## src/rtl/smam_pkg.sv

```systemverilog
// ----------------------------------------------------------------------------
// smam_pkg
// Shared types and codes for the multi-slot alarm matcher.
// ----------------------------------------------------------------------------
package smam_pkg;

  localparam int HOUR_W = 5;
  localparam int MIN_W  = 6;
  localparam int SEC_W  = 6;
  localparam int IDX_W  = 4;
  localparam int CNT_W  = 4;
  localparam int OP_W   = 3;
  localparam int STAT_W = 2;

  localparam logic [OP_W-1:0] OP_ADD     = 3'd0;
  localparam logic [OP_W-1:0] OP_DELETE  = 3'd1;
  localparam logic [OP_W-1:0] OP_ENABLE  = 3'd2;
  localparam logic [OP_W-1:0] OP_DISABLE = 3'd3;
  localparam logic [OP_W-1:0] OP_CHECK   = 3'd4;
  localparam logic [OP_W-1:0] OP_DISMISS = 3'd5;

  localparam logic [STAT_W-1:0] STAT_DONE  = 2'd0;
  localparam logic [STAT_W-1:0] STAT_FULL  = 2'd1;
  localparam logic [STAT_W-1:0] STAT_RANGE = 2'd2;

  localparam logic [IDX_W-1:0] NO_SLOT = 4'hF;

  typedef enum logic [2:0] {
    ST_IDLE,
    ST_EXEC,
    ST_WALK_DEL,
    ST_WALK_CHK,
    ST_RESP
  } state_t;

  typedef struct packed {
    logic [HOUR_W-1:0] hour;
    logic [MIN_W-1:0]  minute;
    logic [SEC_W-1:0]  second;
    logic              enable;
    logic              rpt;
  } slot_t;

  // Write command toward the slot table.
  typedef struct packed {
    logic             wr_slot;   // write the whole entry
    logic             wr_en_bit; // write the enable bit only
    logic [IDX_W-1:0] addr;
    slot_t            data;
    logic             en_bit;
  } tbl_cmd_t;

endpackage

```

## src/rtl/multi_slot_alarm_matcher.sv

```systemverilog
// ----------------------------------------------------------------------------
// multi_slot_alarm_matcher
// Compacted table of alarm slots with add, delete, enable, disable,
// time check and alert dismiss.
// ----------------------------------------------------------------------------
// Pulse start with an item while busy is low; the block answers with exactly
// one result, shown for a single cycle with done high, and the receiver
// cannot stall it. Add, enable, disable, dismiss, unused codes, rejected
// items and checks that are skipped go from accept through ST_EXEC to ST_RESP.
// Delete and time check step one slot per cycle through the table's single
// read port and the one shared slot compare. Count used_slots as it stands
// when the item arrives: a delete at index i walks slots i to used_slots - 1,
// and a time check walks from slot 0 to the first match or the last used slot.
// busy stays high from accept until the cycle after done.
module multi_slot_alarm_matcher #(
  parameter int SLOT_COUNT_MAX = 10
) (
  input  logic                         clk,
  input  logic                         rst,
  input  logic                         start,
  output logic                         busy,
  input  logic [smam_pkg::OP_W-1:0]    operation,
  input  logic [smam_pkg::IDX_W-1:0]   slot_index,
  input  logic [smam_pkg::HOUR_W-1:0]  hour_value,
  input  logic [smam_pkg::MIN_W-1:0]   minute_value,
  input  logic [smam_pkg::SEC_W-1:0]   second_value,
  input  logic                         new_enabled,
  input  logic                         new_repeat,
  output logic                         done,
  output logic [smam_pkg::STAT_W-1:0]  status,
  output logic                         alert_on,
  output logic [smam_pkg::IDX_W-1:0]   fired_slot,
  output logic [smam_pkg::CNT_W-1:0]   used_slots
);
  import smam_pkg::*;

  state_t state, state_next;

  // Latched item.
  logic [OP_W-1:0]   op_r;
  logic [IDX_W-1:0]  idx_r;
  logic [HOUR_W-1:0] hr_r;
  logic [MIN_W-1:0]  mn_r;
  logic [SEC_W-1:0]  sc_r;
  logic              en_r;
  logic              rp_r;

  // Architectural state.
  logic [CNT_W-1:0]  slot_count, slot_count_next;
  logic              alert_active, alert_active_next;
  logic [IDX_W-1:0]  alert_slot, alert_slot_next;
  logic [STAT_W-1:0] stat_r, stat_next;
  logic [IDX_W-1:0]  ptr, ptr_next;

  tbl_cmd_t          cmd;
  logic [IDX_W-1:0]  rd_addr;
  slot_t             rd_slot;

  logic              accept;
  logic              in_range;
  logic              table_full;
  logic              more_after;
  logic              match;

  assign accept     = start && (state == ST_IDLE);
  assign in_range   = ({1'b0, idx_r} < {1'b0, slot_count});
  assign table_full = (slot_count >= CNT_W'(SLOT_COUNT_MAX));
  // Another slot follows the one under the pointer.
  assign more_after = (({1'b0, ptr} + 5'd1) < {1'b0, slot_count});

  // Delete reads one slot ahead of the write; check reads at the pointer.
  assign rd_addr = (state == ST_WALK_DEL) ? (ptr + IDX_W'(1)) : ptr;

  // Shared slot compare.
  assign match = rd_slot.enable && (rd_slot.hour == hr_r) &&
                 (rd_slot.minute == mn_r) && (rd_slot.second == sc_r);

  smam_slot_table #(
    .DEPTH (SLOT_COUNT_MAX)
  ) u_table (
    .clk     (clk),
    .cmd     (cmd),
    .rd_addr (rd_addr),
    .rd_data (rd_slot)
  );

  // Next state.
  always_comb begin
    state_next = state;
    case (state)
      ST_IDLE: begin
        if (start) state_next = ST_EXEC;
      end
      ST_EXEC: begin
        state_next = ST_RESP;
        if (op_r == OP_DELETE && in_range) begin
          state_next = ST_WALK_DEL;
        end else if (op_r == OP_CHECK && !alert_active && slot_count != '0) begin
          state_next = ST_WALK_CHK;
        end
      end
      ST_WALK_DEL: begin
        if (!more_after) state_next = ST_RESP;
      end
      ST_WALK_CHK: begin
        if (match || !more_after) state_next = ST_RESP;
      end
      ST_RESP: state_next = ST_IDLE;
      default: state_next = ST_IDLE;
    endcase
  end

  // Datapath and table commands.
  always_comb begin
    slot_count_next   = slot_count;
    alert_active_next = alert_active;
    alert_slot_next   = alert_slot;
    stat_next         = stat_r;
    ptr_next          = ptr;
    cmd               = '0;
    cmd.addr          = ptr;
    case (state)
      ST_EXEC: begin
        stat_next = STAT_DONE;
        case (op_r)
          OP_ADD: begin
            if (table_full) begin
              stat_next = STAT_FULL;
            end else begin
              // Append at the end of the compacted table.
              cmd.wr_slot     = 1'b1;
              cmd.addr        = slot_count;
              cmd.data.hour   = hr_r;
              cmd.data.minute = mn_r;
              cmd.data.second = sc_r;
              cmd.data.enable = en_r;
              cmd.data.rpt    = rp_r;
              slot_count_next = slot_count + CNT_W'(1);
            end
          end
          OP_DELETE: begin
            if (!in_range) stat_next = STAT_RANGE;
            ptr_next = idx_r;
          end
          OP_ENABLE, OP_DISABLE: begin
            if (!in_range) begin
              stat_next = STAT_RANGE;
            end else begin
              cmd.wr_en_bit = 1'b1;
              cmd.addr      = idx_r;
              cmd.en_bit    = (op_r == OP_ENABLE);
            end
          end
          OP_CHECK: begin
            ptr_next = '0;
          end
          OP_DISMISS: begin
            alert_active_next = 1'b0;
            alert_slot_next   = NO_SLOT;
          end
          default: begin
          end
        endcase
      end
      ST_WALK_DEL: begin
        if (more_after) begin
          // Shift the next slot down into the hole.
          cmd.wr_slot = 1'b1;
          cmd.data    = rd_slot;
          ptr_next    = ptr + IDX_W'(1);
        end else begin
          slot_count_next = slot_count - CNT_W'(1);
        end
      end
      ST_WALK_CHK: begin
        if (match) begin
          alert_active_next = 1'b1;
          alert_slot_next   = ptr;
          // Drop a one-shot alarm once it fires.
          if (!rd_slot.rpt) begin
            cmd.wr_en_bit = 1'b1;
            cmd.en_bit    = 1'b0;
          end
        end else begin
          ptr_next = ptr + IDX_W'(1);
        end
      end
      default: begin
      end
    endcase
  end

  always_ff @(posedge clk) begin
    if (rst) begin
      state        <= ST_IDLE;
      slot_count   <= '0;
      alert_active <= 1'b0;
      alert_slot   <= NO_SLOT;
    end else begin
      state        <= state_next;
      slot_count   <= slot_count_next;
      alert_active <= alert_active_next;
      alert_slot   <= alert_slot_next;
    end
  end

  // Payload registers: hold the item, the walk pointer and the status.
  always_ff @(posedge clk) begin
    if (accept) begin
      op_r  <= operation;
      idx_r <= slot_index;
      hr_r  <= hour_value;
      mn_r  <= minute_value;
      sc_r  <= second_value;
      en_r  <= new_enabled;
      rp_r  <= new_repeat;
    end
    ptr    <= ptr_next;
    stat_r <= stat_next;
  end

  assign busy       = (state != ST_IDLE);
  assign done       = (state == ST_RESP);
  assign status     = stat_r;
  assign alert_on   = alert_active;
  assign fired_slot = alert_slot;
  assign used_slots = slot_count;

  // Checks.
  a_count_bound: assert property (@(posedge clk) disable iff (rst)
    slot_count <= CNT_W'(SLOT_COUNT_MAX))
    else $error("slot count beyond table depth");

  a_alert_slot: assert property (@(posedge clk) disable iff (rst)
    !alert_active |-> (alert_slot == NO_SLOT))
    else $error("alert slot set without an active alert");

  a_alert_idx: assert property (@(posedge clk) disable iff (rst)
    alert_active |-> (alert_slot < IDX_W'(SLOT_COUNT_MAX)))
    else $error("alert slot outside the table");

  a_done_pulse: assert property (@(posedge clk) disable iff (rst)
    done |=> !done && !busy)
    else $error("result strobe longer than one cycle");

  a_idle_count: assert property (@(posedge clk) disable iff (rst)
    (state == ST_IDLE) |=> $stable(slot_count))
    else $error("slot count changed without an item");

endmodule

```

## src/rtl/smam_slot_table.sv

```systemverilog
// ----------------------------------------------------------------------------
// smam_slot_table
// Register file of alarm slots: one read port, one write port.
// ----------------------------------------------------------------------------
module smam_slot_table #(
  parameter int DEPTH = 10
) (
  input  logic                    clk,
  input  smam_pkg::tbl_cmd_t      cmd,
  input  logic [smam_pkg::IDX_W-1:0] rd_addr,
  output smam_pkg::slot_t         rd_data
);
  import smam_pkg::*;

  localparam int AW = (DEPTH > 1) ? $clog2(DEPTH) : 1;

  slot_t slots [DEPTH];

  logic wr_hit;
  logic rd_hit;

  assign wr_hit = (cmd.addr < IDX_W'(DEPTH));
  assign rd_hit = (rd_addr < IDX_W'(DEPTH));

  always_ff @(posedge clk) begin
    if (wr_hit) begin
      if (cmd.wr_slot) begin
        slots[cmd.addr[AW-1:0]] <= cmd.data;
      end else if (cmd.wr_en_bit) begin
        slots[cmd.addr[AW-1:0]].enable <= cmd.en_bit;
      end
    end
  end

  // Beyond the table reads as an empty, disabled slot.
  always_comb begin
    rd_data = '0;
    if (rd_hit) begin
      rd_data = slots[rd_addr[AW-1:0]];
    end
  end

endmodule

```

## config.mk

```make
export PLATFORM = sky130hd
export DESIGN_NAME = multi_slot_alarm_matcher
export DESIGN_NICKNAME = d
export VERILOG_FILES = /design/src/rtl/smam_pkg.sv /design/src/rtl/multi_slot_alarm_matcher.sv /design/src/rtl/smam_slot_table.sv
export SDC_FILE = /design/constraint.sdc
export NUM_CORES = 1
export LEC_CHECK = 0
export BUFFER_PORTS_ARGS = -buffer_cell sky130_fd_sc_hd__buf_2
export CORE_ASPECT_RATIO = 1.4
export CORE_MARGIN = 2
export CORE_UTILIZATION = 40
export DETAILED_ROUTE_END_ITERATION = 10
export PLACE_DENSITY = 0.55
export SYNTH_ARGS = -nofsm -noshare
export SYNTH_HDL_FRONTEND = slang
export SYNTH_HIERARCHICAL = 1
export SYNTH_SLANG_ARGS = --single-unit
```

## constraint.sdc

```tcl
create_clock -name clk -period 4.7 [get_ports clk]
set_clock_uncertainty 0.1 [all_clocks]
set_input_delay 0.94 -clock clk [delete_from_list [all_inputs] [get_ports clk]]
set_output_delay 0.94 -clock clk [all_outputs]
set_load 0.03 [all_outputs]
```

==> metrics <==
post-synthesis register bit count=234; Worst R2R End=u_table/slots[0][1]; crit end category=flip-flop; critical path launch point type=flip-flop; Leak=around 4.0 nW; Skew-Pair Late Insertion Delay=510 ps; Worst-Margin Slew=around 1000 ps; hold_sp=alert_on; placed cell count=1034; register area share after synthesis=approximately 65%; Total Routing Usage GR=about 18%; Cell variety after synth=64; reg2reg path depth=14; CTS tree=yes; Main synth FF type=edfxtp_1; pwr dens=roughly 380 nW/um^2; Bufs on Longest Clock Path=3; WHS Path Cells=2; vias per inst=about 5.6; CTS root buffer=clkbuf_16; die height=between 150 and 200 um; Peak Freq=225 MHz; Reg2Reg Setup Slack=250 ps; total global routing overflow=0; initial detailed-routing violation count=351; Min-Delay Path Class=reg -> reg; routed len/inst=23.4 um; crit-path leading delay family=simple AND/OR/NAND/NOR gates; layout cells sized above 1=35.5%; Required @ worst endpoint=4810 ps; kind of critical path=reg -> reg; CTS Sinks=234; first-pass GRT wire length=38100 um; slowest cell on the critical path=or3_1; # hold bufs at CTS=0; Final setup viols=0; WP data arrival=roughly 4600 ps; FILL cells=2215; io pins=between 40 and 50; Non-Filler Instances=1079; RD Place Congestion=0.872; antenna fix cells=0; DRT antenna net count=0; Die W=141 um; initial antenna violation count=0; number of iterations in the first detailed-routing pass=5; outcome=complete, no violations; Util after Layout=a little under half; Critical path buffers and inverters=2; syn nets=713; FF-to-FF Start=state[2]; Cells after Synth=674; Critical Path Fanout Max=60; die area=roughly 28000 sq um; fin crit share=94.7%; Initial Utilization=40.6%; Avg Synthesized Cell Area=~16 sq um; Post-synth EDFFs=222; maximum number of pins on one net before global-route repair=61; FP Rows=70; CTS Buf Count=25; maximum vdd drop=approximately 0.29 mV; RSZ-0062 raised after global routing=no; clk slew on worst S/H paths=60 ps; vias in the first global route=approximately 6500; max-cap violation count=0; WHS Endpoint=alert_on; Area Growth Syn to Fin=14.5%; Final Slew Violations=0; async set or reset register ratio after synthesis=0%; Synth Cell Area=~11000 sq um; max_slew headroom=32.7%; yosys warns=6; crit-path max cell delay=450 ps; post-layout min period=4450 ps; H-tree depth=1; port bufs=41; Final Hold Vio Count=0; worst-path cell chain=nor3b_4, xnor2_2, buf_12, mux2_2, o22ai_1, o31ai_2, xor2_1, nor4_1, nand3_1, or3_1, o21ai_1, buf_4, o21ai_0, nor2_1; detailed-placement wirelength estimate=15800 um; area of the core=26000 sq um; DRT Wirelength=25300 um; via count=6015; number of remaining DRC errors=0; nets=778
[sequential cells by signal, summed over array words and instances, names as in the netlist, 4 cells and up]
name,cells
u_table/slots,190
mn_r,6
sc_r,6
hr_r,5
fired_slot,4
idx_r,4
ptr,4
used_slots,4
[Yosys cell counts, types with 3 or more instances]
library cell    n  area (sq um)
xor2_1         17           149
mux2_4         20           300
o31ai_2        19           238
edfxtp_1      222          6670
buf_2          10          50.1
o21ai_0        14          70.1
a22o_1         19           166
or2_2           3          18.8
nand2_1        33           124
mux2_2         67           754
clkbuf_1        9          33.8
o22ai_2        19           238
dfxtp_1        12           240
nor2_1         37           139
buf_6           7          78.8
a41oi_1         3          26.3
mux2i_1         4          40.0
buf_4           7          52.6
nor3b_4         3          56.3
nand3_1        13          65.1
a21oi_1        12          60.1
nor2b_1         3          18.8
xnor2_1         8          70.1
o22ai_1        26           163
ha_1            9           113
mux2_1         10           113
nand2b_1        8          50.1
inv_1          12          45.0
nor4_1          5          31.3
[metrics by stage]
step | instance area (sq um) | power [mW] | TNS (ps) | hold slack [ps] | setup WS, ps
after global routing | 12100 | 4.69 | 0 | 421 | 18.5
after detailed placement | 11200 | 2.67 | -1340 | 391 | -112
after floorplan | 10600 | 2.57 | 0 | 456 | 458
after CTS | 12000 | 4.59 | 0 | 401 | 18.6
final | 12100 | 4.54 | 0 | 398 | 247
after global placement | 11200 | 2.66 | 0 | 381 | 78.5
[how the worst max path moves through the flow]
stage	from	end	slack (ps)	cells past startpoint
after floorplan	state[2]	u_table/slots[0][1]	460	16
after global placement	state[2]	u_table/slots[6][1]	80	15
after detailed placement	state[2]	u_table/slots[0][1]	-110	15
after CTS	state[2]	u_table/slots[0][1]	20	14
after global routing	state[2]	u_table/slots[6][1]	20	14
final	state[2]	u_table/slots[0][1]	250	14
[placed cells by master, fill, tap and decap left out, types with 4 or more instances in the layout]
cell type  synthesis  routed
edfxtp_1         222     222
mux2_2            67      67
buf_2             10      41
nand2_1           33      33
buf_4              7      30
nor2_1            37      26
o22ai_1           26      26
clkbuf_16          0      25
mux2_4            20      20
a22o_1            19      19
o22ai_2           19      19
o31ai_2           19      19
xor2_1            17      17
o21ai_0           14      13
nand3_1           13      13
inv_1             12      12
a21oi_1           12      12
dfxtp_1           12      12
mux2_1            10      10
nor2_2             0      10
ha_1               9       9
nand2b_1           8       8
clkinv_1           0       6
xnor2_1            8       5
mux2i_1            4       4
[worst min-delay path: cells and delay by family (launching register included)]
family	cells	cell delay, ps
flops	1	340
buf+inv	1	60
compound gates	1	50
[layout make-up]
class                           instances  area (sq um)  share of cell area [%]
Inverter                               13          48.8                   0.404
Sequential cell                       234          6910                    57.2
Timing Repair Buffer                   74           490                    4.06
Clock inverter                         17           169                    1.40
Tap cell                              324           405                    3.36
Multi-Input combinational cell        391          3430                    28.4
Clock buffer                           26           629                    5.21
[repair_timing]
action                     in CTS  in global routing
setup endpoints to repair      20                 20
pin swaps                       0                  1
buffers inserted                0                  2
resized for setup               1                  5
[routing by layer]
metal	vias up	share of wire, %	GRT usage, %
met2	163	52	32.7
met1	3042	41	22.6
met4	0	2.9	6.33
met3	48	4.1	2.54
met5	-	0	0
li1	2762	-	-
[cells by family after synthesis]
family / share of synthesized area, %
AOI/OAI and AO/OA: 10.8
xor gates and xnor gates: 2.08
adders and majority gates: 1.26
buffers and inverters: 2.91
DFF: 65.5
muxes: 11.4
and+or+nand+nor: 6.04
[power by group]
part | leakage, nW | total, mW | switching [mW] | internal (mW)
clock | 0.386 | 1.92 | 0.783 | 1.13
combinational | 1.55 | 0.292 | 0.176 | 0.116
sequential | 2.06 | 2.33 | 0.0324 | 2.30
Power figures use the tool's default switching activity.
